===== src/hdl/dmrh_pkg.sv =====
// ----------------------------------------------------------------------------
// dmrh_pkg - shared types and constants of the double modulus rolling hash
// Hash base, the two prime moduli with their Barrett factors, the operation
// and status codes, and the sequencer states.
// ----------------------------------------------------------------------------
package dmrh_pkg;

  // Elements the store can hold and the widths that follow from it
  localparam int unsigned MAX_LEN = 4096;
  localparam int unsigned ADDR_W  = $clog2(MAX_LEN);
  localparam int unsigned LEN_W   = 13;

  // Residue width; both primes lie between 2^29 and 2^30
  localparam int unsigned MOD_W   = 30;
  localparam int unsigned PROD_W  = 2 * MOD_W;
  localparam int unsigned MU_W    = MOD_W + 1;
  localparam int unsigned RED_W   = MOD_W + 2;
  localparam int unsigned ELEM_W  = 8;

  localparam logic [MOD_W-1:0] HASH_BASE = MOD_W'(10007);
  localparam logic [MOD_W-1:0] MOD_LOW   = MOD_W'(1000000007);
  localparam logic [MOD_W-1:0] MOD_HIGH  = MOD_W'(1000000009);

  // Barrett factors floor(2^(2*MOD_W) / p), worked out at elaboration
  localparam logic [63:0] MU_LOW_WIDE  = (64'd1 << PROD_W) / 64'(MOD_LOW);
  localparam logic [63:0] MU_HIGH_WIDE = (64'd1 << PROD_W) / 64'(MOD_HIGH);
  localparam logic [MU_W-1:0] MU_LOW  = MU_LOW_WIDE[MU_W-1:0];
  localparam logic [MU_W-1:0] MU_HIGH = MU_HIGH_WIDE[MU_W-1:0];

  // Cycles from operands to registered residue in dmrh_modmul
  localparam int unsigned MUL_LAT = 4;
  localparam int unsigned CNT_W   = $clog2(MUL_LAT);

  typedef enum logic [1:0] {
    OP_APPEND  = 2'd0,
    OP_QUERY   = 2'd1,
    OP_RESTART = 2'd2
  } op_e;

  typedef enum logic [1:0] {
    STAT_OK        = 2'd0,
    STAT_BAD_RANGE = 2'd1,
    STAT_FULL      = 2'd2
  } status_e;

  typedef enum logic [1:0] {
    ST_IDLE,
    ST_EXEC,
    ST_FIN
  } state_e;

endpackage


===== src/hdl/dmrh_modmul.sv =====
// ----------------------------------------------------------------------------
// dmrh_modmul - pipelined modular multiply-add
// Computes (a * b + c) mod p for one of the two primes with a four stage
// Barrett reduction: product, quotient estimate, quotient times modulus,
// subtract and correct.
// ----------------------------------------------------------------------------
module dmrh_modmul (
  input  logic                        clk_i,
  input  logic                        high_mod_i, // 0: 1e9+7, 1: 1e9+9
  input  logic [dmrh_pkg::MOD_W-1:0]  a_i,
  input  logic [dmrh_pkg::MOD_W-1:0]  b_i,
  input  logic [dmrh_pkg::ELEM_W-1:0] c_i,
  output logic [dmrh_pkg::MOD_W-1:0]  res_o
);

  logic [dmrh_pkg::MOD_W-1:0]    p;
  logic [dmrh_pkg::MU_W-1:0]     mu;
  logic [dmrh_pkg::RED_W-1:0]    p1;
  logic [dmrh_pkg::RED_W-1:0]    p2;
  logic [dmrh_pkg::PROD_W-1:0]   prod_q;
  logic [2*dmrh_pkg::MU_W-1:0]   est_full;
  logic [dmrh_pkg::MU_W-1:0]     est_q;
  logic [dmrh_pkg::RED_W-1:0]    x1_q;
  logic [dmrh_pkg::RED_W-1:0]    x2_q;
  logic [dmrh_pkg::RED_W-1:0]    qp_q;
  logic [dmrh_pkg::RED_W-1:0]    rem;
  logic [dmrh_pkg::MOD_W-1:0]    res_d;
  logic [dmrh_pkg::MOD_W-1:0]    res_q;

  assign p  = high_mod_i ? dmrh_pkg::MOD_HIGH : dmrh_pkg::MOD_LOW;
  assign mu = high_mod_i ? dmrh_pkg::MU_HIGH : dmrh_pkg::MU_LOW;
  assign p1 = dmrh_pkg::RED_W'(p);
  assign p2 = dmrh_pkg::RED_W'(p) << 1;

  assign est_full = (2*dmrh_pkg::MU_W)'(prod_q[dmrh_pkg::PROD_W-1:dmrh_pkg::MOD_W-1])
                  * (2*dmrh_pkg::MU_W)'(mu);

  // Estimate is at most two short of the true quotient, so rem < 3p
  assign rem = x2_q - qp_q;

  always_comb begin
    if (rem >= p2) begin
      res_d = dmrh_pkg::MOD_W'(rem - p2);
    end else if (rem >= p1) begin
      res_d = dmrh_pkg::MOD_W'(rem - p1);
    end else begin
      res_d = dmrh_pkg::MOD_W'(rem);
    end
  end

  always_ff @(posedge clk_i) begin
    prod_q <= dmrh_pkg::PROD_W'(a_i) * dmrh_pkg::PROD_W'(b_i)
            + dmrh_pkg::PROD_W'(c_i);
    est_q  <= est_full[2*dmrh_pkg::MU_W-1:dmrh_pkg::MU_W];
    x1_q   <= prod_q[dmrh_pkg::RED_W-1:0];
    // only the low bits of q*p matter, the difference stays below 2^32
    qp_q   <= dmrh_pkg::RED_W'(est_q) * dmrh_pkg::RED_W'(p);
    x2_q   <= x1_q;
    res_q  <= res_d;
  end

  assign res_o = res_q;

endmodule


===== config.mk =====
export PLATFORM = sky130hd
export DESIGN_NAME = dmrh_modmul
export DESIGN_NICKNAME = d
export VERILOG_FILES = /design/src/hdl/dmrh_pkg.sv /design/src/hdl/dmrh_modmul.sv
export SDC_FILE = /design/constraint.sdc
export NUM_CORES = 2
export LEC_CHECK = 0
export ABC_CLOCK_PERIOD_IN_PS = 7800
export BUFFER_PORTS_ARGS = -buffer_cell sky130_fd_sc_hd__buf_2
export CORE_MARGIN = 2
export CORE_UTILIZATION = 56
export CTS_BUF_LIST = sky130_fd_sc_hd__clkbuf_2 sky130_fd_sc_hd__clkbuf_4 sky130_fd_sc_hd__clkbuf_8
export CTS_CLUSTER_DIAMETER = 30
export DETAILED_ROUTE_END_ITERATION = 8
export PLACE_DENSITY = 0.75
export SETUP_SLACK_MARGIN = 0.02
export SYNTH_ARGS = -nofsm -noshare
export SYNTH_HDL_FRONTEND = slang
export SYNTH_SLANG_ARGS = --single-unit

===== constraint.sdc =====
create_clock -name clk_i -period 7.8 [get_ports clk_i]
set_clock_uncertainty 0.15 [all_clocks]
set_input_delay 0.39 -clock clk_i [delete_from_list [all_inputs] [get_ports clk_i]]
set_output_delay 0.39 -clock clk_i [all_outputs]
set_load 0.05 [all_outputs]

-- Yosys cells after proc, flatten, opt, wreduce, memory -nomap -nowiden
Index checks and enable logic that the tools add are counted.
- word-level logic and storage cells: 19
- bits in registers: 217
- add/subtract/negate cells: 4
- multiplexer cells: 4
- multiply operators: 3
- order comparisons: 2
- operator list (kind ; number):
    multiplier 31 x 31 -> 62 bit ; 1
    adder 60 x 8 -> 60 bit ; 1
    multiplier 30 x 30 -> 60 bit ; 1
    2-to-1 mux 30 bit ; 2
    subtractor 30 bit ; 2
    >= comparator 32 x 30 -> 1 bit ; 1
    >= comparator 32 x 31 -> 1 bit ; 1
    multiplier 31 x 30 -> 32 bit ; 1
    subtractor 32 bit ; 1
    2-to-1 mux 4 bit ; 2

-- Logic depth before layout (Yosys ltp)
- depth after elaboration: 4
- mapped depth: 33
- depth with buffers taken out: 31

-- Worst setup path after synthesis
No wires, ideal clock.
- path kind: input to register
- from: input port b_i[6] (netlist name)
- to: register prod_q[59] (netlist name)
- library setup time: 0.072 ns
- cell stages on the path: 30
- slack: -0.326 ns
- arrival: 7.904 ns
- required time: 7.578 ns
- cell sequence: clkbuf_1 -> nand2_1 -> fa_1 -> inv_1 -> fa_1 -> inv_1 -> fa_1 -> inv_1 -> fa_1 -> inv_1 -> fa_1 -> inv_1 -> fa_1 -> fa_1 -> inv_1 -> fa_1 -> inv_1 -> ha_1 -> nand3_1 -> nor2_1 -> a221oi_1 -> nor3b_1 -> a21oi_1 -> o221ai_1 -> o41ai_1 -> a31o_2 -> a2111o_1 -> a41o_1 -> a21oi_1 -> xnor2_1
- cells in the longest elaborated chain, start to end: 2
- ends and longest elaborated chain (what ; RTL line ; text):
    from (decl) ; dmrh_modmul.sv:11 ; input logic [dmrh_pkg::MOD_W-1:0] b_i,
    multiplier 30 x 30 -> 60 bit ; dmrh_modmul.sv:52 ; prod_q <= dmrh_pkg::PROD_W'(a_i) * dmrh_pkg::PROD_W'(b_i)
    adder 60 x 8 -> 60 bit ; dmrh_modmul.sv:53 ; + dmrh_pkg::PROD_W'(c_i);
    to (signal assigned) ; dmrh_modmul.sv:52 ;
    to (decl) ; dmrh_modmul.sv:20 ; logic [dmrh_pkg::PROD_W-1:0] prod_q;
No other way between the ends.

-- Worst setup path in the final report
- from: register prod_q[46] (netlist name)
- to: register est_q[27] (netlist name)
- cells in the longest elaborated chain, start to end: 1
- ends and longest elaborated chain (what ; RTL line ; text):
    multiplier 31 x 31 -> 62 bit ; dmrh_modmul.sv:36 ; * (2*dmrh_pkg::MU_W)'(mu);
    named net est_full (one bit) ; dmrh_modmul.sv:21 ; logic [2*dmrh_pkg::MU_W-1:0] est_full;
    to (signal assigned) ; dmrh_modmul.sv:54 ; est_q <= est_full[2*dmrh_pkg::MU_W-1:dmrh_pkg::MU_W];
    to (decl) ; dmrh_modmul.sv:22 ; logic [dmrh_pkg::MU_W-1:0] est_q;
The timed path passes the listed nets, and every way through them passes these cells.

==> qor.csv <==
stage;metric;value;unit
sta;Final Hold Viols;0;
synth;number of synthesized flops with an enable pin;0;
die;num rows;122;
worst_setup_path;Req. time, crit path;8.14;ns
route;Final ANT Viol Nets;0;
hold_path;Hold Path Class;register to register;
sta;final setup fails;7;
sta;post-layout minimum cycle time;7.91;ns
placed_design;hpwl dp;135;mm
synth;mux contribution to synthesized area;0.0685;%
hold_path;hold_sp;x1_q[30];
layout;final core occ;62.6;%
synth;XOR/XNOR Fraction of Synth Area;2.78;%
route;DRT Pass-1 Iters;5;
die;die width;337;um
synth;Synth Register Bits;217;
clock_network;H-Tree Depth;2;
sta;Max-Slew Margin vs Limit;40.2;%
placed_design;# port buffers;99;
route;DRT Wirelength;153;mm
worst_setup_path;Crit path max-delay family;adder cells;
global_route;GR Overflow Total;0;
worst_setup_path;CP bufs+invs;9;
route;vias per cell;5.27;
synth;synth unique cells;85;
placed_design;dpl ws;-0.770;ns
status;status;finished, violations left;
clock_network;Root Driver;clkbuf_8;
status;failing checks;setup timing;
worst_setup_path;Worst R2R Start;prod_q[46];
die;Die ar.;0.114;mm^2
sta;final-report max-slew violation count;0;
worst_setup_path;crit path launch;prod_q[46];
sta;Final Cycle Share;101;%
global_route;GRT Total Usage;27.8;%
route;WL/cell;17.9;um
die;die height;337;um
worst_setup_path;Critical Path AT;8.24;ns
layout;final net count;9306;
synth;fraction of registers with async set/reset;0;%
clock_network;Clk Latency, worst-skew pair;0.65;ns
clock_network;Num CTS Buffers;48;
sta;RSZ-0062 raised after global routing;yes;
layout;layout cells sized above 1;11.7;%
placed_design;Final GP Congestion;0.974;
synth;Yosys warning total;0;
global_route;vias in the first global route;48300;
synth;Yosys top cell area share;41.6;%
synth;Mapped Nets;8911;
synth;simple-gate portion of the synthesized area;10.9;%
worst_setup_path;Crit path largest cell delay;0.56;ns
worst_setup_path;critical path type;register to register;
job;Max Cap Violations;0;
die;Core Area;0.110;mm^2
clock_network;clock sink count;217;
synth;Compound-Gate Fraction of Synth Area;6.57;%
worst_setup_path;CP endpoint kind;register;
synth;area of the mapped netlist;0.0621;mm^2
worst_setup_path;Worst path most repeated cell;fa_1;
clock_network;CTS tree;yes;
route;DRC viols;0;
route;via count;45000;
synth;Most used DFF post-synth;dfxtp_1;
worst_setup_path;crit start category;register;
sta;Fmax;126;MHz
layout;Area growth, synth to finish;11.4;%
die;io pins;100;
synth;synthesized area per cell;9.39;um^2
synth;Synth area leaders;fa_1, ha_1, inv_1;
synth;proportion of synthesized chip area in sequential cells;7.00;%
global_route;pin count of the biggest net entering global routing;40;
clock_network;clk buf depth;3;
sta;fin worst setup slack;-0.106;ns
die;Initial Util;56.2;%
synth;Cells after Synth;6613;
clock_network;Worst-path clk slew;0.05;ns
worst_setup_path;critical path's slowest cell;fa_1;
global_route;antenna violations before repair;15;
global_route;global-route wire length before repair;249;mm
synth;Yosys top cell by area;fa_1;
synth;Synth Area in Adders;60.5;%
route;DRT iter0 DRCs;2905;
worst_setup_path;crit-path max FO;5;
sta;Slew @ Worst Pin;0.894;ns
synth;largest family of logic cells by synthesized area;adder cells;
==> registers in the layout, indices dropped and copies added (netlist names) <==
register  cells
qp_q         32
res_o        30
prod_q       60
x1_q         32
x2_q         32
est_q        31
==> final timing paths <==
check / slack [ns] / endpoint / cells after the start
setup reg to reg: -0.11 / est_q[27] / 31
hold reg to reg: 0.17 / x2_q[30] / 0
setup / recovery: -0.11 / est_q[27] / 31
hold / removal: 0.17 / x2_q[30] / 0
==> kinds of logic after synthesis <==
logic type	after synthesis
multiplexers	4
other	1
flip-flops	217
AND/OR/NAND/NOR	1363
buffers and inverters	2007
XOR/XNOR	197
adder cells (fa/ha/maj)	2228
AO/OA/AOI/OAI	596
==> cell usage after synthesis, drive strengths merged (16+ instances only) <==
cell type	count
ha	938
nor3	24
inv	1755
clkbuf	236
a211oi	20
nand2	564
dfxtp	217
fa	1290
o21bai	33
nand4	16
nor2b	34
xor2	59
o21ai	99
and2	485
xnor2	138
a21oi	146
o21a	30
nand3	44
nor2	133
a21o	118
==> layout make-up <==
cell class	instances	area, um^2
fillers	8826	41300
repair buffers	596	4420
clock inverters	30	394
inverters	1756	6600
well taps	1488	1860
diodes	4	10.0
clock buffers	60	788
multi-input cells	4389	50700
flip-flops and latches	217	4350
==> routing by layer <==
metal	vias up	track usage [%]	routed length (um)
li1	20700	-	-
met1	22600	38.0	65400
met2	1451	45.2	71400
met3	282	5.11	11700
met4	10	8.16	4660
met5	-	0	62
==> per-stage QoR <==
stage          hold WS [ns]  instance area [um^2]  TNS, ns  instances
2_1_floorplan         0.160                 62200        0       6613
3_3_place_gp          0.160                 67300    -8.00       8433
3_5_place_dp          0.162                 67300   -11.15       8433
4_1_cts               0.172                 68600        0       8527
5_1_grt               0.175                 69100    -2.07       8537
6_report              0.173                 69100   -0.392       8540
==> cell usage in the layout (no fill, tap or decap), drive strengths merged, types with 6 or more instances in the layout <==
cell	n
a2111oi	8
a211o	11
a211oi	20
a21boi	8
a21o	118
a21oi	146
a221oi	7
a311oi	7
a31o	9
a31oi	14
a41o	6
and2	485
and3	13
buf	587
bufinv	7
clkbuf	67
clkinv	11
dfxtp	217
fa	1290
ha	938
inv	1764
nand2	564
nand2b	14
nand3	44
nand4	16
nor2	133
nor2b	34
nor3	24
o2111ai	7
o211ai	9
o21a	30
o21ai	99
o21bai	33
o22ai	9
o31ai	7
or2	6
or3	10
xnor2	138
xor2	59
==> repair_timing <==
| action | 4_1_cts | 5_1_grt |
|---|---|---|
| setup buffers | 3 | 11 |
| endpoints found under the hold margin | 2 | 0 |
| hold buffers | 2 | 0 |
| pin swaps | 9 | 34 |
| setup endpoints to repair | 17 | 30 |
| gates resized for setup | 30 | 109 |
Power is left out: the tool's default activity adds up to more than one toggle a clock period on the data nets, which glitch-free logic cannot reach.
